<file path="src/scg_pkg.sv">
// ----------------------------------------------------------------------------
// scg_pkg
// Shared types, constants and the 5x7 font table of the glyph cell generator.
// ----------------------------------------------------------------------------
package scg_pkg;

    localparam int GLYPH_COLS = 5;
    localparam int GLYPH_ROWS = 7;
    localparam int DIGIT_BASE = 27;

    localparam logic [2:0] LAST_COL = 3'(GLYPH_COLS - 1);
    localparam logic [2:0] LAST_ROW = 3'(GLYPH_ROWS - 1);

    localparam logic [7:0] CODE_SPACE   = 8'h20;
    localparam logic [7:0] CODE_UPPER_A = 8'h41;
    localparam logic [7:0] CODE_UPPER_Z = 8'h5A;
    localparam logic [7:0] CODE_LOWER_A = 8'h61;
    localparam logic [7:0] CODE_LOWER_Z = 8'h7A;
    localparam logic [7:0] CODE_DIGIT_0 = 8'h30;
    localparam logic [7:0] CODE_DIGIT_9 = 8'h39;

    typedef logic [5:0] glyph_slot_t;
    typedef logic [2:0] glyph_idx_t;
    typedef logic [7:0] glyph_col_t;

    typedef struct packed {
        logic        hit;
        glyph_slot_t slot;
    } glyph_lookup_t;

    function automatic glyph_lookup_t lookup_glyph(input logic [7:0] code);
        glyph_lookup_t res;
        res.hit  = 1'b1;
        res.slot = '0;
        if (code == CODE_SPACE)
        begin
            res.slot = '0;
        end
        else if (code >= CODE_UPPER_A && code <= CODE_UPPER_Z)
        begin
            res.slot = 6'(code - CODE_UPPER_A + 8'd1);
        end
        else if (code >= CODE_LOWER_A && code <= CODE_LOWER_Z)
        begin
            res.slot = 6'(code - CODE_LOWER_A + 8'd1);
        end
        else if (code >= CODE_DIGIT_0 && code <= CODE_DIGIT_9)
        begin
            res.slot = 6'(code - CODE_DIGIT_0 + 8'(DIGIT_BASE));
        end
        else
        begin
            res.hit = 1'b0;
        end
        return res;
    endfunction

    // column 0 in bits [7:0], column 4 in bits [39:32]
    function automatic logic [39:0] glyph_row(input glyph_slot_t slot);
        logic [39:0] g;
        unique case (slot)
            6'd0:    g = {8'h00, 8'h00, 8'h00, 8'h00, 8'h00};
            6'd1:    g = {8'h7C, 8'h12, 8'h11, 8'h12, 8'h7C};
            6'd2:    g = {8'h36, 8'h49, 8'h49, 8'h49, 8'h7F};
            6'd3:    g = {8'h22, 8'h41, 8'h41, 8'h41, 8'h3E};
            6'd4:    g = {8'h1C, 8'h22, 8'h41, 8'h41, 8'h7F};
            6'd5:    g = {8'h41, 8'h49, 8'h49, 8'h49, 8'h7F};
            6'd6:    g = {8'h01, 8'h09, 8'h09, 8'h09, 8'h7F};
            6'd7:    g = {8'h7A, 8'h49, 8'h49, 8'h41, 8'h3E};
            6'd8:    g = {8'h7F, 8'h08, 8'h08, 8'h08, 8'h7F};
            6'd9:    g = {8'h00, 8'h41, 8'h7F, 8'h41, 8'h00};
            6'd10:   g = {8'h01, 8'h3F, 8'h41, 8'h40, 8'h20};
            6'd11:   g = {8'h41, 8'h22, 8'h14, 8'h08, 8'h7F};
            6'd12:   g = {8'h40, 8'h40, 8'h40, 8'h40, 8'h7F};
            6'd13:   g = {8'h7F, 8'h02, 8'h0C, 8'h02, 8'h7F};
            6'd14:   g = {8'h7F, 8'h10, 8'h08, 8'h04, 8'h7F};
            6'd15:   g = {8'h3E, 8'h41, 8'h41, 8'h41, 8'h3E};
            6'd16:   g = {8'h06, 8'h09, 8'h09, 8'h09, 8'h7F};
            6'd17:   g = {8'h5E, 8'h21, 8'h51, 8'h41, 8'h3E};
            6'd18:   g = {8'h46, 8'h29, 8'h19, 8'h09, 8'h7F};
            6'd19:   g = {8'h32, 8'h49, 8'h49, 8'h49, 8'h26};
            6'd20:   g = {8'h01, 8'h01, 8'h7F, 8'h01, 8'h01};
            6'd21:   g = {8'h3F, 8'h40, 8'h40, 8'h40, 8'h3F};
            6'd22:   g = {8'h1F, 8'h20, 8'h40, 8'h20, 8'h1F};
            6'd23:   g = {8'h7F, 8'h20, 8'h18, 8'h20, 8'h7F};
            6'd24:   g = {8'h63, 8'h14, 8'h08, 8'h14, 8'h63};
            6'd25:   g = {8'h03, 8'h04, 8'h78, 8'h04, 8'h03};
            6'd26:   g = {8'h43, 8'h45, 8'h49, 8'h51, 8'h61};
            6'd27:   g = {8'h3E, 8'h45, 8'h49, 8'h51, 8'h3E};
            6'd28:   g = {8'h00, 8'h40, 8'h7F, 8'h42, 8'h00};
            6'd29:   g = {8'h46, 8'h49, 8'h51, 8'h61, 8'h42};
            6'd30:   g = {8'h31, 8'h4B, 8'h45, 8'h41, 8'h21};
            6'd31:   g = {8'h10, 8'h7F, 8'h12, 8'h14, 8'h18};
            6'd32:   g = {8'h39, 8'h45, 8'h45, 8'h45, 8'h27};
            6'd33:   g = {8'h30, 8'h49, 8'h49, 8'h4A, 8'h3C};
            6'd34:   g = {8'h03, 8'h05, 8'h09, 8'h71, 8'h01};
            6'd35:   g = {8'h36, 8'h49, 8'h49, 8'h49, 8'h36};
            6'd36:   g = {8'h1E, 8'h29, 8'h49, 8'h49, 8'h06};
            default: g = '0;
        endcase
        return g;
    endfunction

endpackage

</file>
<file path="src/scaled_glyph_cell_generator_unit.sv">
// ----------------------------------------------------------------------------
// scaled_glyph_cell_generator_unit
// Expands one character word into 35 scaled glyph cell words, one per cycle while
// the output is not stalled. Each cell word is registered from the cell sequencer.
// Flow: the cell sequencer steps one dot per cycle while the output is not
//   stalled; the next character is taken with the last cell.
// Unsupported codes are dropped at acceptance with no output.
// Reset: rst_n clears the item and output valid flags; no words are pending.
// ----------------------------------------------------------------------------
module scaled_glyph_cell_generator_unit #(
    parameter int COORD_WIDTH = 16
) (
    input  logic                   clk,
    input  logic                   rst_n,
    input  logic                   in_valid,
    output logic                   in_ready,
    input  logic [15:0]            origin_x,
    input  logic [15:0]            origin_y,
    input  logic [7:0]             char_code,
    input  logic [15:0]            fore_color,
    input  logic [15:0]            back_color,
    input  logic [7:0]             pixel_scale,
    output logic                   out_valid,
    input  logic                   out_ready,
    output logic [COORD_WIDTH-1:0] win_left,
    output logic [COORD_WIDTH-1:0] win_top,
    output logic [COORD_WIDTH-1:0] win_right,
    output logic [COORD_WIDTH-1:0] win_bottom,
    output logic [15:0]            cell_color,
    output logic [15:0]            pixel_count,
    output logic                   last_cell
);
    import scg_pkg::*;

    typedef logic [COORD_WIDTH-1:0] coord_t;

    logic          item_valid_reg;
    glyph_slot_t   slot_reg;
    coord_t        oy_reg;
    coord_t        sc_reg;
    logic [15:0]   fg_reg;
    logic [15:0]   bg_reg;
    logic [15:0]   count_reg;
    glyph_idx_t    col_reg;
    glyph_idx_t    row_reg;
    coord_t        left_reg;
    coord_t        top_reg;

    logic          out_valid_reg;
    coord_t        win_left_reg;
    coord_t        win_top_reg;
    coord_t        win_right_reg;
    coord_t        win_bottom_reg;
    logic [15:0]   cell_color_reg;
    logic [15:0]   pixel_count_reg;
    logic          last_cell_reg;

    glyph_lookup_t lookup;
    logic [6:0]    col_bits;
    logic          advance;
    logic          at_last;
    logic          accept;

    assign lookup  = lookup_glyph(char_code);
    assign advance = item_valid_reg && (!out_valid_reg || out_ready);
    assign at_last = (col_reg == LAST_COL) && (row_reg == LAST_ROW);
    assign in_ready = !item_valid_reg || (advance && at_last);
    assign accept  = in_valid && in_ready;

    scg_glyph_rom u_rom (
        .slot     (slot_reg),
        .col      (col_reg),
        .col_bits (col_bits)
    );

    always_ff @(posedge clk or negedge rst_n)
    begin
        if (!rst_n)
        begin
            item_valid_reg <= 1'b0;
            out_valid_reg  <= 1'b0;
        end
        else
        begin
            if (accept)
            begin
                item_valid_reg <= lookup.hit;
            end
            else if (advance && at_last)
            begin
                item_valid_reg <= 1'b0;
            end
            if (advance)
            begin
                out_valid_reg <= 1'b1;
            end
            else if (out_ready)
            begin
                out_valid_reg <= 1'b0;
            end
        end
    end

    // load a new character or advance column-major through its dots
    always_ff @(posedge clk)
    begin
        if (accept)
        begin
            slot_reg  <= lookup.slot;
            oy_reg    <= COORD_WIDTH'(origin_y);
            sc_reg    <= COORD_WIDTH'(pixel_scale);
            fg_reg    <= fore_color;
            bg_reg    <= back_color;
            count_reg <= 16'(pixel_scale) * 16'(pixel_scale);
            col_reg   <= '0;
            row_reg   <= '0;
            left_reg  <= COORD_WIDTH'(origin_x);
            top_reg   <= COORD_WIDTH'(origin_y);
        end
        else if (advance)
        begin
            if (row_reg == LAST_ROW)
            begin
                row_reg  <= '0;
                col_reg  <= 3'(col_reg + 3'd1);
                left_reg <= coord_t'(left_reg + sc_reg);
                top_reg  <= oy_reg;
            end
            else
            begin
                row_reg <= 3'(row_reg + 3'd1);
                top_reg <= coord_t'(top_reg + sc_reg);
            end
        end
    end

    always_ff @(posedge clk)
    begin
        if (advance)
        begin
            win_left_reg    <= left_reg;
            win_top_reg     <= top_reg;
            win_right_reg   <= coord_t'(left_reg + sc_reg - coord_t'(1));
            win_bottom_reg  <= coord_t'(top_reg + sc_reg - coord_t'(1));
            cell_color_reg  <= col_bits[row_reg] ? fg_reg : bg_reg;
            pixel_count_reg <= count_reg;
            last_cell_reg   <= at_last;
        end
    end

    assign out_valid   = out_valid_reg;
    assign win_left    = win_left_reg;
    assign win_top     = win_top_reg;
    assign win_right   = win_right_reg;
    assign win_bottom  = win_bottom_reg;
    assign cell_color  = cell_color_reg;
    assign pixel_count = pixel_count_reg;
    assign last_cell   = last_cell_reg;

endmodule

</file>
<file path="src/scg_glyph_rom.sv">
// ----------------------------------------------------------------------------
// scg_glyph_rom
// Font table read: one glyph column of seven dots for a slot and a column.
// ----------------------------------------------------------------------------
module scg_glyph_rom (
    input  scg_pkg::glyph_slot_t slot,
    input  scg_pkg::glyph_idx_t  col,
    output logic [6:0]           col_bits
);
    import scg_pkg::*;

    logic [39:0] row_word;
    glyph_col_t  col_byte;

    assign row_word = glyph_row(slot);

    always_comb
    begin
        unique case (col)
            3'd0:    col_byte = row_word[7:0];
            3'd1:    col_byte = row_word[15:8];
            3'd2:    col_byte = row_word[23:16];
            3'd3:    col_byte = row_word[31:24];
            3'd4:    col_byte = row_word[39:32];
            default: col_byte = '0;
        endcase
    end

    assign col_bits = col_byte[6:0];

endmodule

</file>
<file path="config.mk">
export PLATFORM = sky130hd
export DESIGN_NAME = scaled_glyph_cell_generator_unit
export DESIGN_NICKNAME = d
export VERILOG_FILES = /design/src/scg_pkg.sv /design/src/scaled_glyph_cell_generator_unit.sv /design/src/scg_glyph_rom.sv
export SDC_FILE = /design/constraint.sdc
export NUM_CORES = 1
export LEC_CHECK = 0
export ABC_AREA = 1
export BUFFER_PORTS_ARGS = -buffer_cell sky130_fd_sc_hd__buf_2
export CAP_MARGIN = 10
export CORE_MARGIN = 5
export CORE_UTILIZATION = 59
export CTS_CLUSTER_SIZE = 14
export DETAILED_ROUTE_END_ITERATION = 10
export PLACE_DENSITY = 0.9
export SLEW_MARGIN = 20
export SYNTH_ARGS = -nofsm -noshare
export SYNTH_HDL_FRONTEND = slang
export SYNTH_SLANG_ARGS = --single-unit
</file>
<file path="constraint.sdc">
create_clock -name clk -period 5.1 [get_ports clk]
set_input_delay 1.02 -clock clk [delete_from_list [all_inputs] [get_ports clk]]
set_output_delay 1.02 -clock clk [all_outputs]
set_load 0.01 [all_outputs]
</file>
==> results of run 1 <==
-- placed cells by master (no fill, tap or decap), types with 22 or more instances in the layout --
cell type    n
nand3_1     88
dfxtp_1     41
nand4_1     24
ha_1        60
xnor2_1     22
nor2_1      99
edfxtp_1   204
nand2_1    399
clkbuf_16   27
a21oi_1     52
o21ai_0     67
fa_1        27
buf_2      181
xor2_1      45
inv_1      162
-- power by group through the flow --
stage                     Combinational (W)  Clock (W)  Sequential (W)
after floorplan                     0.00256          0         0.00372
after global placement              0.00396          0         0.00354
after detailed placement            0.00408          0         0.00358
after CTS                           0.00412    0.00192         0.00355
after global routing                0.00461    0.00201         0.00361
final                               0.00415    0.00190         0.00355
-- kinds of logic after synthesis --
kind of cell	after synthesis
AOI/OAI and AO/OA	168
xor gates and xnor gates	67
other	1
buffers and inverters	210
adders and majority gates	87
and+or+nand+nor	675
DFF	247
-- metrics by stage --
step	instances	power [W]	hold WS, ps	cell area, um2	utilization, %
after floorplan	1455	0.00628	400	13600	-
after global placement	1902	0.00750	401	14800	65.4
after detailed placement	1902	0.00766	405	14800	65.4
after CTS	1948	0.00959	269	15700	69.2
after global routing	1949	0.0102	269	15700	69.2
final	1949	0.00961	284	15700	69.2
-- final timing paths --
check / end / slack [ps] / depth (start not counted)
hold / removal: out_valid / 280 / 1
setup reg to reg: left_reg[0] / 1560 / 9
max in group asynchronous: item_valid_reg / 4720 / 1
min in group clk: pixel_count[4] / 420 / 0
setup / recovery: count_reg[13] / 500 / 20
hold reg to reg: pixel_count[4] / 420 / 0
-- routing by layer --
metal  track usage (%)  vias up  part of all wire (%)
met5                 0        -                     0
met3              3.22      102                   6.9
met2              46.8      569                    50
li1                  -     5215                     -
met1              35.2     5132                    40
met4              9.11        0                   3.5
-- worst reg2reg max path: cells and delay by family, from the launching register on --
kind,cells,cell delay [ps]
AO/OA/AOI/OAI,2,390
AND/OR/NAND/NOR,4,810
flip-flops,1,430
buffers and inverters,3,1640
-- Yosys cell counts, types with 3 or more instances --
cell type	count
nand2_1	399
edfxtp_1	204
inv_1	161
nor2_1	99
nand3_1	88
o21ai_0	68
ha_1	60
a21oi_1	52
xor2_1	45
dfxtp_1	41
fa_1	27
nand4_1	24
xnor2_1	22
clkbuf_1	20
nand2_2	16
inv_2	12
nor3_1	12
or2_2	9
o21ai_1	8
a31oi_1	7
o211ai_1	7
buf_2	6
buf_4	6
nor2_2	6
nand3_2	5
nor2_4	5
a221oi_1	4
buf_6	4
nand2_4	4
nand3b_1	3
o21a_1	3
o21bai_1	3
-- final cells by class --
cell class | count | area share [%]
antenna | 1 | 0.0159
timing repair buffer | 198 | 6.57
tap | 285 | 2.27
inverter | 174 | 4.19
clock buffer | 37 | 5.05
multi-input combinational | 998 | 36.9
clock inverter | 9 | 0.533
sequential | 247 | 44.5
==> results.toml, run 1 <==
[detailed_routing]
avgViaCountPerCell = 5.65
drc = 0
wl_per_cell_um = 18.3
ant_nets = 0
firstDrtPassIters = 5
drtIter0Drc = 1131
drt_wl_total_mm = 35.6
vias = 11000

[pwr]
power.leakage_nw = 7.21
combPwrFrac_pct = 43.2
power.density_nw_per_um2 = 611
seq_power_share_pct = 36.9
switching_share_pct = 40.6
p_sw_w = 0.00390
irDropWorstVdd_v = 0.000336
power.internal_w = 0.00570
clkPwrFrac_pct = 19.8

[min_path]
min_path_type = "input port to asynchronous set/reset pin"

[die]
io_pins = 183
rows = 55
initial_core_util_pct = 60.1
core_um2 = 22700
die_area_um2 = 26300
die_w_um = 162
chipHeight_um = 162

[logic_synthesis]
synth_fa_ha_area_share_pct = 9.47
synth_cell_types = 49
dominantRegCellSynth = "edfxtp_1"
ys_ff_latch = 247
synth_top_area_cell = "edfxtp_1"
synth_edf_count = 204
synth_top_area_share_pct = 44.9
synth_area_leaders = "edfxtp_1 (45%), nand2_1 (11%), dfxtp_1 (6.0%)"
synthXorXnorAreaFrac_pct = 4.30
synth_top_family_by_area = "simple AND/OR/NAND/NOR gates"
syn_area_per_cell_um2 = 9.37
ys_warn_count = 0
seq_area_frac_synth_pct = 51.3
synth_compound_area_share_pct = 7.09
synth.mux.area_fraction_pct = 0
syn_area_um2 = 13600
synth_nets = 1626
async_flop_share_pct = 0.810
synthSimpleGateAreaFrac_pct = 21.6
synth_cells = 1455

[clocking]
root_buffer = "clkbuf_16"
holdBufCountCts = 0
clockBufferDepth = 3
cts_num_sinks = 247
clk_latency_ps = 530
path_clk_slew_ps = 60
cts_setup_buffers = 0
cts_max_level = 1
cts_buffers = 25
cts_tree = "done"
cts.repair.resized = 0

[worst_setup_path]
cp_common_cell = "inv_1"
cp.arrival_ps = 4870
critPathRequiredTime_ps = 5370
critPathBufInv = 5
worstSetupEndpointType = "flip-flop"
startpoint_type = "input port"
crit_path_start = "pixel_scale[4]"
critPathMaxFanout = 9
slowest_delay_ps = 560
path_cells = "buf_2 -> nand2_1 -> inv_1 -> ha_1 -> xor2_1 -> ha_1 -> inv_1 -> fa_1 -> fa_1 -> inv_1 -> ha_1 -> a21oi_1 -> inv_1 -> a31oi_1 -> o21ai_0 -> nand3_1 -> nand2_1 -> a21oi_1 -> o21ai_0 -> xor2_1"
crit_type = "input port to flip-flop"
crit_path_top_delay_cell = "fa_1"
cp_top_family = "adder cells"
r2r-start = "row_reg[2]"

[sta]
finalSetupViolCount = 0
clock.fmax_ghz = 0.217
slew_headroom_pct = 35.5
period_needed_ps = 4600
rsz0062_at_grt = "no"
setup_ws_ps = 499
final.setup.tns_ps = 0
fin_crit_sh_pct = 90.2
slew_violations = 0
tightest_slew_ps = 967
hold_viol_final = 0
finClkSkew_ps = 34.4

[status]
status = "complete, no violations"

[layout]
multi_input_area_um2 = 5800
syn2layout_area_growth_pct = 15.3
fin_nets = 1815
register_area_um2 = 7000
fillers = 1686
drive_gt1_share_pct = 18.5
largest_reg_flops = 35

[placed_design]
portBuffers = 181
gp_congestion = 0.965
pre_cts_ws_ps = 18.9
dp_hpwl_mm = 27.0

[grt]
grt_pass1_wl_mm = 56.8
grt_pass1_vias = 10900
grt_antenna_before_repair = 1
overflow = 0
grt_usage_pct = 26.9
grt_start_max_net_pins = 62

[flow_run]
cap_viol_max_count = 0
(Power assumes the default switching activity.)
==> run 2: changes to the inputs <==
--- a/config.mk
+++ b/config.mk
@@ -9,10 +9,11 @@
 export BUFFER_PORTS_ARGS = -buffer_cell sky130_fd_sc_hd__buf_2
 export CAP_MARGIN = 10
 export CORE_MARGIN = 5
-export CORE_UTILIZATION = 59
+export CORE_UTILIZATION = 60
+export CTS_BUF_LIST = sky130_fd_sc_hd__clkbuf_8
 export CTS_CLUSTER_SIZE = 14
 export DETAILED_ROUTE_END_ITERATION = 10
-export PLACE_DENSITY = 0.9
+export PLACE_DENSITY = 0.92
 export SLEW_MARGIN = 20
 export SYNTH_ARGS = -nofsm -noshare
 export SYNTH_HDL_FRONTEND = slang
==> run 2 against run 1 <==
Effect of this change: worst setup slack got worse by 52 ps; sequential share of layout area rose by 0.24 points; clock skew rose by 5.2 ps; register-to-register slack got worse by 80 ps; largest power group unchanged; highest routed layer unchanged.
==> results.toml, run 2 (synthesized netlist as in run 1, its figures left out) <==
[status]
status = "complete, no violations"

[placed_design]
gp_congestion = 0.962
dp_hpwl_mm = 28.2
place_area_um2 = 14800
dp.cells = 1900
pre_cts_ws_ps = -57.9
portBuffers = 181

[sta]
slew_violations = 0
setup_ws_ps = 448
clock.fmax_ghz = 0.215
slew_headroom_pct = 38.4
finalSetupViolCount = 0
tightest_slew_ps = 924
finClkSkew_ps = 39.6
hold_viol_final = 0
period_needed_ps = 4650
rsz0062_at_grt = "no"
fin_crit_sh_pct = 91.2

[worst_setup_path]
cp.arrival_ps = 4930
worstSetupEndpointType = "flip-flop"
critPathRequiredTime_ps = 5380
critPathMaxFanout = 9
startpoint_type = "input port"
crit_type = "input port to flip-flop"

[layout]
final_common_cell = "nand2_1"
drive_gt1_share_pct = 18.9
syn2layout_area_growth_pct = 14.7
final_cell_area_um2 = 15600
largest_reg_flops = 35
finalNonFillerCells = 1979
fillers = 1605
final_cell_mix = "nand2_1 (399), edfxtp_1 (204), buf_2 (181)"
fin_nets = 1828

[grt]
grt_usage_pct = 28.7
grt_start_max_net_pins = 65
grt_pass1_vias = 11400
grt_pass1_wl_mm = 59.5
overflow = 0
grt_antenna_before_repair = 5

[flow_run]
cap_viol_max_count = 0

[detailed_routing]
drtIter0Drc = 1274
firstDrtPassIters = 7
wl_per_cell_um = 19.2
ant_nets = 0
avgViaCountPerCell = 5.74
vias = 11400
drc = 0
drt_wl_total_mm = 37.9

[min_path]
min_path_type = "input port to asynchronous set/reset pin"

[clocking]
path_clk_slew_ps = 60
holdBufCountCts = 0
cts_setup_buffers = 0
cts_tree = "done"
cts_num_sinks = 247
root_buffer = "clkbuf_8"
cts.repair.resized = 0
cts_max_level = 2
clockBufferDepth = 3
clk_latency_ps = 560
cts_buffers = 40

[die]
rows = 55
core_um2 = 22500
chipHeight_um = 161
io_pins = 183
initial_core_util_pct = 60.6
die_area_um2 = 25900
die_w_um = 161

[pwr]
irDropWorstVdd_v = 0.000247
power.leakage_nw = 7.23
power.density_nw_per_um2 = 606
run 2: worst paths after layout:
kind | depth (start not counted) | slack [ps] | endpoint | startpoint
worst max-delay path | 17 | 450 | count_reg[13] | pixel_scale[6]
worst min-delay path | 1 | 260 | out_valid | rst_n
worst max register to register | 11 | 1480 | left_reg[3] | col_reg[0]
worst min register to register | 0 | 410 | pixel_count[2] | count_reg[2]
max in group asynchronous | 1 | 4750 | item_valid_reg | rst_n
min in group clk | 0 | 410 | pixel_count[2] | count_reg[2]
run 2: critical path, cell delays in order:
cell     delay, ps
buf_2          170
nand2_1         80
inv_1          120
fa_1           470
fa_1           570
inv_1           60
fa_1           500
fa_1           540
inv_1           40
ha_1           350
nand2_1        100
o21ai_0        300
nand3_1        110
nand2_1        110
a21oi_1         70
o21ai_0        210
xor2_1         120
run 2: final cells by class:
type / count / area, um2 / share of cell area, %
well taps: 285 / 357 / 2.28
multi-input cells: 998 / 5800 / 37.1
clock buffers: 43 / 592 / 3.78
inverters: 174 / 658 / 4.21
clock inverters: 31 / 208 / 1.33
flip-flops and latches: 247 / 7000 / 44.7
repair buffers: 196 / 1020 / 6.51
diodes: 5 / 12.5 / 0.0800
run 2: routing by layer:
metal	part of all wire, %	vias up	track usage [%]
li1	-	5259	-
met1	39	5383	35.9
met4	4.0	0	12.7
met3	7.2	109	4.72
met2	50	616	49.2
met5	0	-	0
run 2: stage by stage:
stage          power (W)  hold WS, ps  TNS, ps  utilization (%)
2_1_floorplan    0.00628          400        0                -
3_3_place_gp     0.00749          403        0             65.9
3_5_place_dp     0.00770          405    -85.5             65.9
4_1_cts          0.00942          241        0             69.4
5_1_grt           0.0101          240        0             69.5
6_report         0.00948          262        0             69.5
run 2: power by group:
part / switching (W) / internal (W) / leakage (nW)
combinational: 0.00289 / 0.00132 / 4.45
sequential: 0.000317 / 0.00325 / 2.31
clock: 0.000808 / 0.000899 / 0.471
